<file path="config.mk">
export PLATFORM = sky130hd
export DESIGN_NAME = rc4_stream_cipher_top
export DESIGN_NICKNAME = d
export VERILOG_FILES = /design/src/rtl/rc4_pkg.sv /design/src/rtl/rc4_stream_cipher_top.sv /design/src/rtl/rc4_sbox_ram.sv
export SDC_FILE = /design/constraint.sdc
export NUM_CORES = 2
export LEC_CHECK = 0
export BUFFER_PORTS_ARGS = -buffer_cell sky130_fd_sc_hd__buf_2
export CORE_ASPECT_RATIO = 0.75
export CORE_UTILIZATION = 40
export DETAILED_ROUTE_END_ITERATION = 10
export GPL_ROUTABILITY_DRIVEN = 0
export PLACE_DENSITY = 0.61
export SYNTH_ARGS = -nofsm -noshare
export SYNTH_HDL_FRONTEND = slang
export SYNTH_SLANG_ARGS = --single-unit
</file>
<file path="constraint.sdc">
create_clock -name aclk -period 9.5 [get_ports aclk]
set_input_delay 1.9 -clock aclk [delete_from_list [all_inputs] [get_ports aclk]]
set_output_delay 1.9 -clock aclk [all_outputs]
set_load 0.02 [all_outputs]
</file>
<file path="src/rtl/rc4_pkg.sv">
package rc4_pkg;

    localparam int TABLE_DEPTH = 256;
    localparam int KEY_WORDS   = 4;
    localparam int KEY_BYTES   = 32;

    typedef logic [7:0] byte_t;

    typedef enum logic [2:0] {
        CFG_KEY_WORD_0 = 3'd0,
        CFG_KEY_WORD_1 = 3'd1,
        CFG_KEY_WORD_2 = 3'd2,
        CFG_KEY_WORD_3 = 3'd3,
        CFG_KEY_LENGTH = 3'd4
    } cfg_index_t;

    // one request to the permutation memory: a write and a read
    typedef struct packed {
        logic  wr_en;
        byte_t wr_addr;
        byte_t wr_data;
        logic  rd_en;
        byte_t rd_addr;
    } sbox_req_t;

endpackage

</file>
<file path="src/rtl/rc4_stream_cipher_top.sv">
// RC4 byte cipher: each accepted byte is XORed with one keystream byte, so the
// same block encrypts and decrypts.
// Input channel s_*: s_data_byte plus s_restart; a byte with s_restart set, and
// the first byte after reset, first runs key scheduling with the current key.
// Result channel m_*: one m_out_byte per input byte, in order.
// Config port: cfg_wr_en/cfg_index/cfg_wdata write key words 0..3 and the key
// length (index 4); write only while no byte is in flight.
// The result is registered in PR_OUT, after PR_J, PR_SWAP and PR_KS, and the
// next byte is taken in that same cycle, so a byte never starts before the last
// is done. The single-port-read permutation memory sets these steps: read S[i],
// read S[j], two swap writes, read the keystream entry.
// Key scheduling adds 256 identity fills, then 256 mixing steps (KS_J, KS_W1,
// KS_W2), which share the same memory.
// Reset clears the indices, the keyed flag and the key registers (length 1);
// the permutation memory is not cleared, key scheduling rewrites it.
// If the receiver stalls, the finished byte waits in the output register; one
// more input byte is taken and then held in its last step until it drains.
module rc4_stream_cipher_top
    import rc4_pkg::*;
#(
    parameter int MAX_KEY_BYTES = 32
) (
    input  logic        aclk,
    input  logic        aresetn,

    input  logic        s_valid,
    output logic        s_ready,
    input  logic [7:0]  s_data_byte,
    input  logic        s_restart,

    output logic        m_valid,
    input  logic        m_ready,
    output logic [7:0]  m_out_byte,

    input  logic        cfg_wr_en,
    input  logic [2:0]  cfg_index,
    input  logic [63:0] cfg_wdata
);

    localparam int         KI_W    = (MAX_KEY_BYTES > 1) ? $clog2(MAX_KEY_BYTES) : 1;
    localparam logic [8:0] MAX_LEN = 9'(MAX_KEY_BYTES);

    typedef enum logic [9:0] {
        IDLE     = 10'b00_0000_0001,
        INIT     = 10'b00_0000_0010,
        KS_RD    = 10'b00_0000_0100,
        KS_J     = 10'b00_0000_1000,
        KS_W1    = 10'b00_0001_0000,
        KS_W2    = 10'b00_0010_0000,
        PR_J     = 10'b00_0100_0000,
        PR_SWAP  = 10'b00_1000_0000,
        PR_KS    = 10'b01_0000_0000,
        PR_OUT   = 10'b10_0000_0000
    } state_t;

    state_t            state_reg, state_next;
    byte_t             i_reg, i_next;
    byte_t             j_reg, j_next;
    byte_t             si_reg, si_next;
    byte_t             sj_reg, sj_next;
    byte_t             data_reg, data_next;
    logic [KI_W-1:0]   ki_reg, ki_next;
    logic              keyed_reg, keyed_next;
    logic              m_valid_reg, m_valid_next;
    byte_t             m_out_byte_reg, m_out_byte_next;

    logic [63:0]       key_word_reg [KEY_WORDS];
    logic [5:0]        key_len_reg;

    byte_t             key_bytes [KEY_BYTES];
    byte_t             ki8;
    byte_t             key_byte;
    logic [8:0]        len_raw;
    logic [8:0]        len_eff;
    logic              ki_wrap;
    byte_t             ks_j_sum;
    logic              out_free;
    logic              accept;
    sbox_req_t         mem_req;
    byte_t             mem_rd_data;

    // configuration registers
    always_ff @(posedge aclk) begin
        if (!aresetn) begin
            for (int w = 0; w < KEY_WORDS; w++) begin
                key_word_reg[w] <= '0;
            end
            key_len_reg <= 6'd1;
        end else if (cfg_wr_en) begin
            case (cfg_index)
                CFG_KEY_WORD_0: key_word_reg[0] <= cfg_wdata;
                CFG_KEY_WORD_1: key_word_reg[1] <= cfg_wdata;
                CFG_KEY_WORD_2: key_word_reg[2] <= cfg_wdata;
                CFG_KEY_WORD_3: key_word_reg[3] <= cfg_wdata;
                CFG_KEY_LENGTH: key_len_reg     <= cfg_wdata[5:0];
                default: ;
            endcase
        end
    end

    // key byte selection, key length clamped to 1..MAX_KEY_BYTES
    always_comb begin
        for (int b = 0; b < KEY_BYTES; b++) begin
            key_bytes[b] = key_word_reg[2'(b >> 3)][(b & 7) * 8 +: 8];
        end
        ki8      = 8'(ki_reg);
        key_byte = (ki8 < 8'(KEY_BYTES)) ? key_bytes[ki8[4:0]] : 8'd0;
        len_raw  = (key_len_reg == 6'd0) ? 9'd1 : 9'(key_len_reg);
        len_eff  = (len_raw > MAX_LEN) ? MAX_LEN : len_raw;
        ki_wrap  = (9'(ki_reg) + 9'd1) >= len_eff;
        ks_j_sum = j_reg + mem_rd_data + key_byte;
    end

    assign out_free = !m_valid_reg || m_ready;
    assign s_ready  = (state_reg == IDLE) || ((state_reg == PR_OUT) && out_free);
    assign accept   = s_valid && s_ready;

    always_comb begin
        state_next      = state_reg;
        i_next          = i_reg;
        j_next          = j_reg;
        si_next         = si_reg;
        sj_next         = sj_reg;
        data_next       = data_reg;
        ki_next         = ki_reg;
        keyed_next      = keyed_reg;
        m_valid_next    = m_valid_reg && !m_ready;
        m_out_byte_next = m_out_byte_reg;

        mem_req.wr_en   = 1'b0;
        mem_req.wr_addr = i_reg;
        mem_req.wr_data = i_reg;
        mem_req.rd_en   = 1'b0;
        mem_req.rd_addr = i_reg + 8'd1;

        case (state_reg)
            IDLE: begin
                // keep S[i+1] fetched so a new byte can start right away
                mem_req.rd_en = 1'b1;
            end
            INIT: begin
                mem_req.wr_en = 1'b1;
                i_next        = i_reg + 8'd1;
                if (i_reg == 8'hFF) begin
                    state_next = KS_RD;
                end
            end
            KS_RD: begin
                mem_req.rd_en   = 1'b1;
                mem_req.rd_addr = i_reg;
                state_next      = KS_J;
            end
            KS_J: begin
                si_next         = mem_rd_data;
                j_next          = ks_j_sum;
                ki_next         = ki_wrap ? '0 : ki_reg + KI_W'(1);
                mem_req.rd_en   = 1'b1;
                mem_req.rd_addr = ks_j_sum;
                state_next      = KS_W1;
            end
            KS_W1: begin
                mem_req.wr_en   = 1'b1;
                mem_req.wr_data = mem_rd_data;
                state_next      = KS_W2;
            end
            KS_W2: begin
                mem_req.wr_en   = 1'b1;
                mem_req.wr_addr = j_reg;
                mem_req.wr_data = si_reg;
                mem_req.rd_en   = 1'b1;
                i_next          = i_reg + 8'd1;
                if (i_reg == 8'hFF) begin
                    // scheduling done, i wraps to zero and S[1] is fetched
                    mem_req.rd_addr = 8'd1;
                    j_next          = 8'd0;
                    keyed_next      = 1'b1;
                    state_next      = PR_J;
                end else begin
                    state_next = KS_J;
                end
            end
            PR_J: begin
                si_next         = mem_rd_data;
                i_next          = i_reg + 8'd1;
                j_next          = j_reg + mem_rd_data;
                mem_req.rd_en   = 1'b1;
                mem_req.rd_addr = j_reg + mem_rd_data;
                state_next      = PR_SWAP;
            end
            PR_SWAP: begin
                sj_next         = mem_rd_data;
                mem_req.wr_en   = 1'b1;
                mem_req.wr_data = mem_rd_data;
                state_next      = PR_KS;
            end
            PR_KS: begin
                mem_req.wr_en   = 1'b1;
                mem_req.wr_addr = j_reg;
                mem_req.wr_data = si_reg;
                mem_req.rd_en   = 1'b1;
                mem_req.rd_addr = si_reg + sj_reg;
                state_next      = PR_OUT;
            end
            PR_OUT: begin
                // read data holds while the output register is full
                if (out_free) begin
                    mem_req.rd_en   = 1'b1;
                    m_valid_next    = 1'b1;
                    m_out_byte_next = data_reg ^ mem_rd_data;
                    state_next      = IDLE;
                end
            end
            default: begin
                state_next = IDLE;
            end
        endcase

        if (accept) begin
            data_next = s_data_byte;
            if (s_restart || !keyed_reg) begin
                i_next     = 8'd0;
                j_next     = 8'd0;
                ki_next    = '0;
                state_next = INIT;
            end else begin
                state_next = PR_J;
            end
        end
    end

    always_ff @(posedge aclk) begin
        if (!aresetn) begin
            state_reg   <= IDLE;
            i_reg       <= 8'd0;
            j_reg       <= 8'd0;
            ki_reg      <= '0;
            keyed_reg   <= 1'b0;
            m_valid_reg <= 1'b0;
        end else begin
            state_reg   <= state_next;
            i_reg       <= i_next;
            j_reg       <= j_next;
            ki_reg      <= ki_next;
            keyed_reg   <= keyed_next;
            m_valid_reg <= m_valid_next;
        end
    end

    always_ff @(posedge aclk) begin
        si_reg         <= si_next;
        sj_reg         <= sj_next;
        data_reg       <= data_next;
        m_out_byte_reg <= m_out_byte_next;
    end

    rc4_sbox_ram u_sbox (
        .aclk    (aclk),
        .req     (mem_req),
        .rd_data (mem_rd_data)
    );

    assign m_valid    = m_valid_reg;
    assign m_out_byte = m_out_byte_reg;

    // end of key scheduling leaves both indices cleared and the key marked loaded
    a_ks_end: assert property (@(posedge aclk) disable iff (!aresetn)
        (state_reg == KS_W2) && (i_reg == 8'hFF)
        |=> (i_reg == 8'd0) && (j_reg == 8'd0) && keyed_reg && (state_reg == PR_J))
        else $error("key scheduling did not finish cleanly");

    // a byte on a keyed table goes straight to the generator
    a_fast_path: assert property (@(posedge aclk) disable iff (!aresetn)
        s_valid && s_ready && !s_restart && keyed_reg |=> state_reg == PR_J)
        else $error("keyed byte did not start the generator");

    // a new result only comes from the last generator step
    a_out_source: assert property (@(posedge aclk) disable iff (!aresetn)
        m_valid && !$past(m_valid) |-> $past(state_reg == PR_OUT))
        else $error("result loaded outside the output step");

    // keystream byte stays put while the output register is blocked
    a_ks_hold: assert property (@(posedge aclk) disable iff (!aresetn)
        (state_reg == PR_OUT) && m_valid && !m_ready
        |=> (state_reg == PR_OUT) && $stable(mem_rd_data))
        else $error("keystream byte lost during output stall");

endmodule

</file>
<file path="src/rtl/rc4_sbox_ram.sv">
module rc4_sbox_ram
    import rc4_pkg::*;
(
    input  logic      aclk,
    input  sbox_req_t req,
    output byte_t     rd_data
);

    byte_t mem [TABLE_DEPTH];
    byte_t rd_data_reg;

    always_ff @(posedge aclk) begin
        if (req.wr_en) begin
            mem[req.wr_addr] <= req.wr_data;
        end
    end

    // write-first bypass when the same entry is read and written in the same cycle
    always_ff @(posedge aclk) begin
        if (req.rd_en) begin
            if (req.wr_en && (req.wr_addr == req.rd_addr)) begin
                rd_data_reg <= req.wr_data;
            end else begin
                rd_data_reg <= mem[req.rd_addr];
            end
        end
    end

    assign rd_data = rd_data_reg;

endmodule

</file>
### After elaboration in Yosys (flattened, before gate mapping)

Memory sizes are Yosys's and may differ from the RTL's. A register that Yosys moved wholly into a read port is not among the register bits.
Index checks and enable logic that the tools add are counted.

| storage, ports and cells | value |
|---|---|
| register bits after elaboration | 71 |
| bits in writable memories | 2304 |
| bits of input ports | 81 |
| logic and storage cells | 121 |
| memories kept | 2 |

Memories:

| memory | words | width | read ports | clocked after memory_dff | write ports | RTL line | source |
|---|---|---|---|---|---|---|---|
| u_sbox.mem | 256 | 8 | 1 | 1 | 1 | rc4_sbox_ram.sv:9 | `byte_t mem [TABLE_DEPTH];` |
| key_word_reg | 4 | 64 | 4 | 0 | 4 | rc4_stream_cipher_top.sv:67 | `logic [63:0] key_word_reg [KEY_WORDS];` |

| cells by class | value |
|---|---|
| add/sub/neg operators | 6 |
| order comparisons | 3 |
| equality and inequality tests | 18 |
| mux-type cells | 54 |
| bitwise gates (word level) | 6 |
| reductions and logical operators | 21 |

Operators with widths:

| cell | count |
|---|---|
| 64-bit 2-to-1 mux | 4 |
| 10-bit one-hot mux with 10 select lines | 1 |
| 8-bit 2-to-1 mux | 10 |
| 8-bit binary-select mux with 5-bit select | 1 |
| 8-bit one-hot mux with 5 select lines | 1 |
| 10-bit 2-to-1 mux | 3 |
| 8-bit adder | 3 |
| 8-bit one-hot mux with 3 select lines | 1 |
| 1-bit 2-to-1 mux | 23 |
| 5-bit 2-to-1 mux | 4 |
| 8-bit one-hot mux with 2 select lines | 1 |
| 7-bit 2-to-1 mux | 2 |
| 6-bit 2-to-1 mux | 2 |
| 10-bit by 1-bit equality test with 1-bit output (second input constant) | 1 |
| 10-bit equality test (second input constant) | 1 |
| 10-bit by 2-bit equality test with 1-bit output (second input constant) | 1 |
| 10-bit by 3-bit equality test with 1-bit output (second input constant) | 1 |
| 10-bit by 4-bit equality test with 1-bit output (second input constant) | 1 |
| 10-bit by 5-bit equality test with 1-bit output (second input constant) | 1 |
| 10-bit by 6-bit equality test with 1-bit output (second input constant) | 1 |
| 10-bit by 7-bit equality test with 1-bit output (second input constant) | 1 |
| 10-bit by 8-bit equality test with 1-bit output (second input constant) | 1 |
| 10-bit by 9-bit equality test with 1-bit output (second input constant) | 1 |
| 8-bit by 1-bit adder with 8-bit output (second input constant) | 1 |
| 26 further kinds | 41 |

### Logic depth before layout (Yosys ltp)

| logic depth | value |
|---|---|
| depth in word-level cells | 9 |
| gate-level depth with buffers | 26 |
| mapped depth without buffers | 20 |

### Hierarchy

A second synthesis with hierarchy kept.

| second synthesis, totals | value |
|---|---|
| cell total of the unflattened synthesis | 5238 |
| area, all modules | 95738.1 um^2 |

By module, submodules not included:

| module | instances | cells an instance | area an instance (um^2) | sequential area each (um^2) |
|---|---|---|---|---|
| rc4_sbox_ram | 1 | 4007 | 79832.8 | 61739.2 |
| rc4_stream_cipher_top | 1 | 1231 | 15905.3 | 9429.0 |

### Worst setup path after synthesis

OpenSTA, ideal clock, no wires.

| timing path | value |
|---|---|
| path kind | in2reg |
| start point | input cfg_index[1] |
| end point | memory key_word_reg[0][0] (enable) |
| arrival | 6.836 ns |
| required time | 8.918 ns |
| setup slack | 2.082 ns |
| stages | 2 |
| path buffers | 0 |
| cells stage by stage | nand2b_1 o31ai_1 |

RTL lines:

| item | RTL line | source |
|---|---|---|
| start, declared | rc4_stream_cipher_top.sv:36 | `input logic [2:0] cfg_index,` |
| end, declared | rc4_stream_cipher_top.sv:67 |  |

### Final worst setup path

| timing path | value |
|---|---|
| start point | register ki_reg[0] |
| end point | register u_sbox.rd_data_reg[3], in the netlist u_sbox.rd_data[3] (read register of u_sbox.mem), data pin |

| on the way | value |
|---|---|
| cells in the longest elaborated chain, start to end | 6 |

Ends and longest elaborated chain:

| item | RTL line | source |
|---|---|---|
| start, declared | rc4_stream_cipher_top.sv:62 | `logic [KI_W-1:0] ki_reg, ki_next;` |
| start signal, assigned | rc4_stream_cipher_top.sv:243 | `ki_reg <= ki_next;` |
| 5-bit inverter with 6-bit output (not written as such) | rc4_stream_cipher_top.sv:107 | `key_byte = (ki8 < 8'(KEY_BYTES)) ? key_bytes[ki8[4:0]] : 8'd0;` |
| 8-bit binary-select mux with 5-bit select | rc4_stream_cipher_top.sv:107 |  |
| 8-bit 2-to-1 mux (not written as such) (2 in series) | rc4_stream_cipher_top.sv:107 |  |
| 8-bit adder | rc4_stream_cipher_top.sv:111 | `ks_j_sum = j_reg + mem_rd_data + key_byte;` |
| 8-bit one-hot mux with 5 select lines | rc4_stream_cipher_top.sv:136 | `case (state_reg)` |
| end, declared | rc4_sbox_ram.sv:10 | `byte_t rd_data_reg;` |

No other way between the ends. The select of a mux whose other input is x is not followed.
A chain may end at the register's enable or synchronous reset.

==> results.sh <==
export IMPL_cp_start_kind="flop"
export IMPL_start_util_pct=40.3
export IMPL_grt_max_degree=177
export IMPL_slew_headroom_pct=-2.75
export IMPL_die_y_um=432
export IMPL_finalSetupViolCount=0
export IMPL_fp_coreArea_mm2=0.245
export IMPL_synth_top_family_by_area="simple AND/OR/NAND/NOR gates"
export IMPL_status="finished, violations left"
export IMPL_dieArea_mm2=0.249
export IMPL_worst_slew_pin_slew_ns=1.53
export IMPL_synth_compound_area_share_pct=5.89
export IMPL_regArea_mm2=0.0712
export IMPL_r2r_cells=18
export IMPL_nNetsFinal=7248
export IMPL_violations="capacitance limit, slew limit"
export IMPL_port_buffers=90
export IMPL_whs_ns=0.489
export IMPL_whs_endpoint="keyed_reg$_SDFFE_PN0P_"
export IMPL_r2r_start="ki_reg[0]$_SDFF_PN0_"
export IMPL_fin_crit_sh_pct=82.4
export IMPL_layout_min_cycle_time_ns=7.82
export IMPL_cts_buffers=227
export IMPL_skew_ns=0.0906
export IMPL_synthAdderAreaFrac_pct=0.429
export IMPL_grt_pass1_vias=58800
export IMPL_min_path_cells=2
export IMPL_ctsResizeCount=0
export IMPL_end_kind="flop"
export IMPL_cts_tree="built"
export IMPL_p_sw_share_pct=21.4
export IMPL_postSynthAreaPerCell_um2=13.9
export IMPL_syn_inst=7092
export IMPL_r2r_slack_ns=1.68
export IMPL_insertion_delay_ns=0.91
export IMPL_mostFrequentLayoutCell="edfxtp_1"
export IMPL_area_growth_pct=11.4
export IMPL_synthMuxAreaShare_pct=6.09
export IMPL_fmax_mhz=128
export IMPL_p_per_area_mw_per_mm2=189
export IMPL_rows=157
export IMPL_p_int_w=0.0163
export IMPL_cts_num_sinks=2383
export IMPL_drt_iter0_drc=9370
export IMPL_cp_max_fo=41
export IMPL_p_seq_share_pct=55.5
export IMPL_cts_path_max_buffers=4
export IMPL_synth_area_mm2=0.0986
export IMPL_rsz0062_at_grt="no"
export IMPL_ys_types=89
export IMPL_synth_top_area_cell="edfxtp_1"
export IMPL_layout_common_cells="2344 x edfxtp_1, 1326 x nand2_1, 499 x nand3_1"
export IMPL_cp_arrival_ns=8.46
export IMPL_ios=91
export IMPL_drv_slew=2
export IMPL_peakVddDrop_v=0.000137
export IMPL_vias_per_cell=5.93
export IMPL_antenna_found_initial=15
export IMPL_power_leakage_nw=34.9
export IMPL_syn_nets=7205
export IMPL_dpl_hpwl_um=182000
export IMPL_yosys_area_share_simple_pct=12.8
export IMPL_max_cap_violations=2
export IMPL_drc_errors=0
export IMPL_synth_ff_latch_count=2383
export IMPL_clk_pin_slew_ns=0.07
export IMPL_synthArstFlopShare_pct=0
export IMPL_yosys_top_cells_area="edfxtp_1 71%, nand2_1 5.1%, mux2i_1 4.4%"
export IMPL_synth_top_area_share_pct=71.4
export IMPL_htreeDepth=4
export IMPL_gr_usage_all_layers_pct=23.8
export IMPL_multi_input_area_mm2=0.0254
export IMPL_synth_edf_count=2344
export IMPL_drt_wl_total_um=302000
export IMPL_largest_register_ffs=2048
export IMPL_overflow=0
export IMPL_dr_pass1_iters=6
export IMPL_antenna_left=0
export IMPL_timing_worst_setup_path_type="flop to flop"
export IMPL_min_path_type="flop to flop"
export IMPL_timing_rr_end="u_sbox.rd_data[3]$_DFFE_PP_"
export IMPL_grt_pass1_wl_um=433000
export IMPL_p_clk_share_pct=41.1
export IMPL_synth_xor_area_share_pct=0.337
export IMPL_fp_dieW_um=575
export IMPL_cts_root_buf="clkbuf_16"
export IMPL_power_switching_w=0.00444
export IMPL_wl_per_cell_um=28.6
export IMPL_yosys_warnings=0
export IMPL_min_delay_start="keyed_reg$_SDFFE_PN0P_"
export IMPL_seq_area_frac_synth_pct=72.2
export IMPL_postCtsSetupRepairBufs=0
export IMPL_vias=62800
export IMPL_synth_ff_type="edfxtp_1"
export IMPL_hold_viol=0
export IMPL_setup_tns_ns=0
export IMPL_power_share_combinational_pct=3.3
export IMPL_drive_above_1_share_pct=9.84
export IMPL_worstPathRequired_ns=10.14
export IMPL_cts_hold_buffers=0
export IMPL_fillers=21500
## synthesized netlist by cell type, types with 10 or more instances
cell type / n
nor2_1: 337
nand2_1: 1329
mux2i_1: 437
inv_1: 18
a211oi_1: 31
edfxtp_1: 2344
buf_1: 56
a21oi_1: 228
a41oi_1: 12
a21o_1: 12
clkbuf_1: 205
and2_1: 271
nor2b_1: 18
or4_1: 10
o21ai_0: 91
a311oi_1: 14
xnor2_1: 23
o22ai_1: 41
or2_2: 10
or3_1: 15
buf_2: 174
a31oi_1: 130
a32oi_1: 13
a22oi_1: 22
nor3_1: 94
nand2b_1: 17
nand3_1: 501
mux4_2: 68
and3_1: 41
nand4_1: 48
xor2_1: 15
ha_1: 29
buf_6: 21
o221ai_1: 157
dfxtp_1: 39
a211o_1: 10
nor4_1: 48
buf_4: 19
## critical path, cell delays in order, from the launching register on
cell	delay, ns
dfxtp_4	0.81
buf_4	0.41
mux4_2	0.55
mux4_2	0.47
mux2_2	0.35
ha_1	0.33
a21o_1	0.16
a211oi_1	0.27
nor3_1	0.11
a211oi_1	0.69
and2_4	0.65
buf_12	0.31
o221ai_1	0.35
o2111ai_1	0.30
nand4_1	0.53
o21ai_0	0.35
o31ai_1	0.26
a2111o_1	0.36
mux2_2	0.26
## how the worst max path moves through the flow
| stage | startpoint | to | depth (start not counted) |
|---|---|---|---|
| floorplan | cfg_index[1] | key_word_reg[0][0]$_SDFFCE_PN0P_ | 2 |
| global placement | ki_reg[0]$_SDFF_PN0_ | u_sbox.rd_data[5]$_DFFE_PP_ | 17 |
| detailed placement | ki_reg[0]$_SDFF_PN0_ | u_sbox.rd_data[5]$_DFFE_PP_ | 19 |
| CTS | ki_reg[0]$_SDFF_PN0_ | u_sbox.rd_data[5]$_DFFE_PP_ | 19 |
| global route | ki_reg[0]$_SDFF_PN0_ | u_sbox.rd_data[3]$_DFFE_PP_ | 18 |
| finish | ki_reg[0]$_SDFF_PN0_ | u_sbox.rd_data[3]$_DFFE_PP_ | 18 |
## through the flow
stage / cell area (um^2) / utilization, % / power [W] / cells / worst slack (ns)
finish: 110000 / 44.9 / 0.0208 / 10600 / 1.68
global route: 110000 / 44.9 / 0.0213 / 10600 / 1.44
CTS: 110000 / 44.9 / 0.0208 / 10600 / 1.62
detailed placement: 103000 / 42.2 / 0.0125 / 10200 / 1.59
global placement: 103000 / 42.1 / 0.0124 / 10200 / 1.50
floorplan: 98600 / - / 0.0122 / 7092 / 2.08
## cell type report
cell class | instances | share of cell area, %
inverter | 18 | 0.0957
antenna | 6 | 0.0137
sequential | 2383 | 64.8
timing repair buffer | 289 | 2.10
clock buffer | 285 | 5.39
multi-input combinational | 4216 | 23.2
clock inverter | 119 | 0.735
tap | 3259 | 3.71
## power by group through the flow
stage / clock network, W / logic (W) / registers (W)
global route: 0.00899 / 0.000738 / 0.0115
detailed placement: 0 / 0.000683 / 0.0118
floorplan: 0 / 0.000435 / 0.0117
global placement: 0 / 0.000677 / 0.0118
finish: 0.00855 / 0.000693 / 0.0115
CTS: 0.00861 / 0.000685 / 0.0115
## layer usage
layer	up-vias	routed length, um	track usage, %
li1	26800	-	-
met1	31600	127000	35.5
met4	12	8340	6.48
met3	496	37300	6.03
met5	-	243	0
met2	3852	129000	34.3
## kinds of logic after synthesis
family | count (synthesis)
compound gates | 855
flops | 2383
mux | 514
simple gates | 2777
buf+inv | 493
xor+xnor | 38
fa+ha+maj | 32
Note: power is estimated with default switching activity, not from simulation.
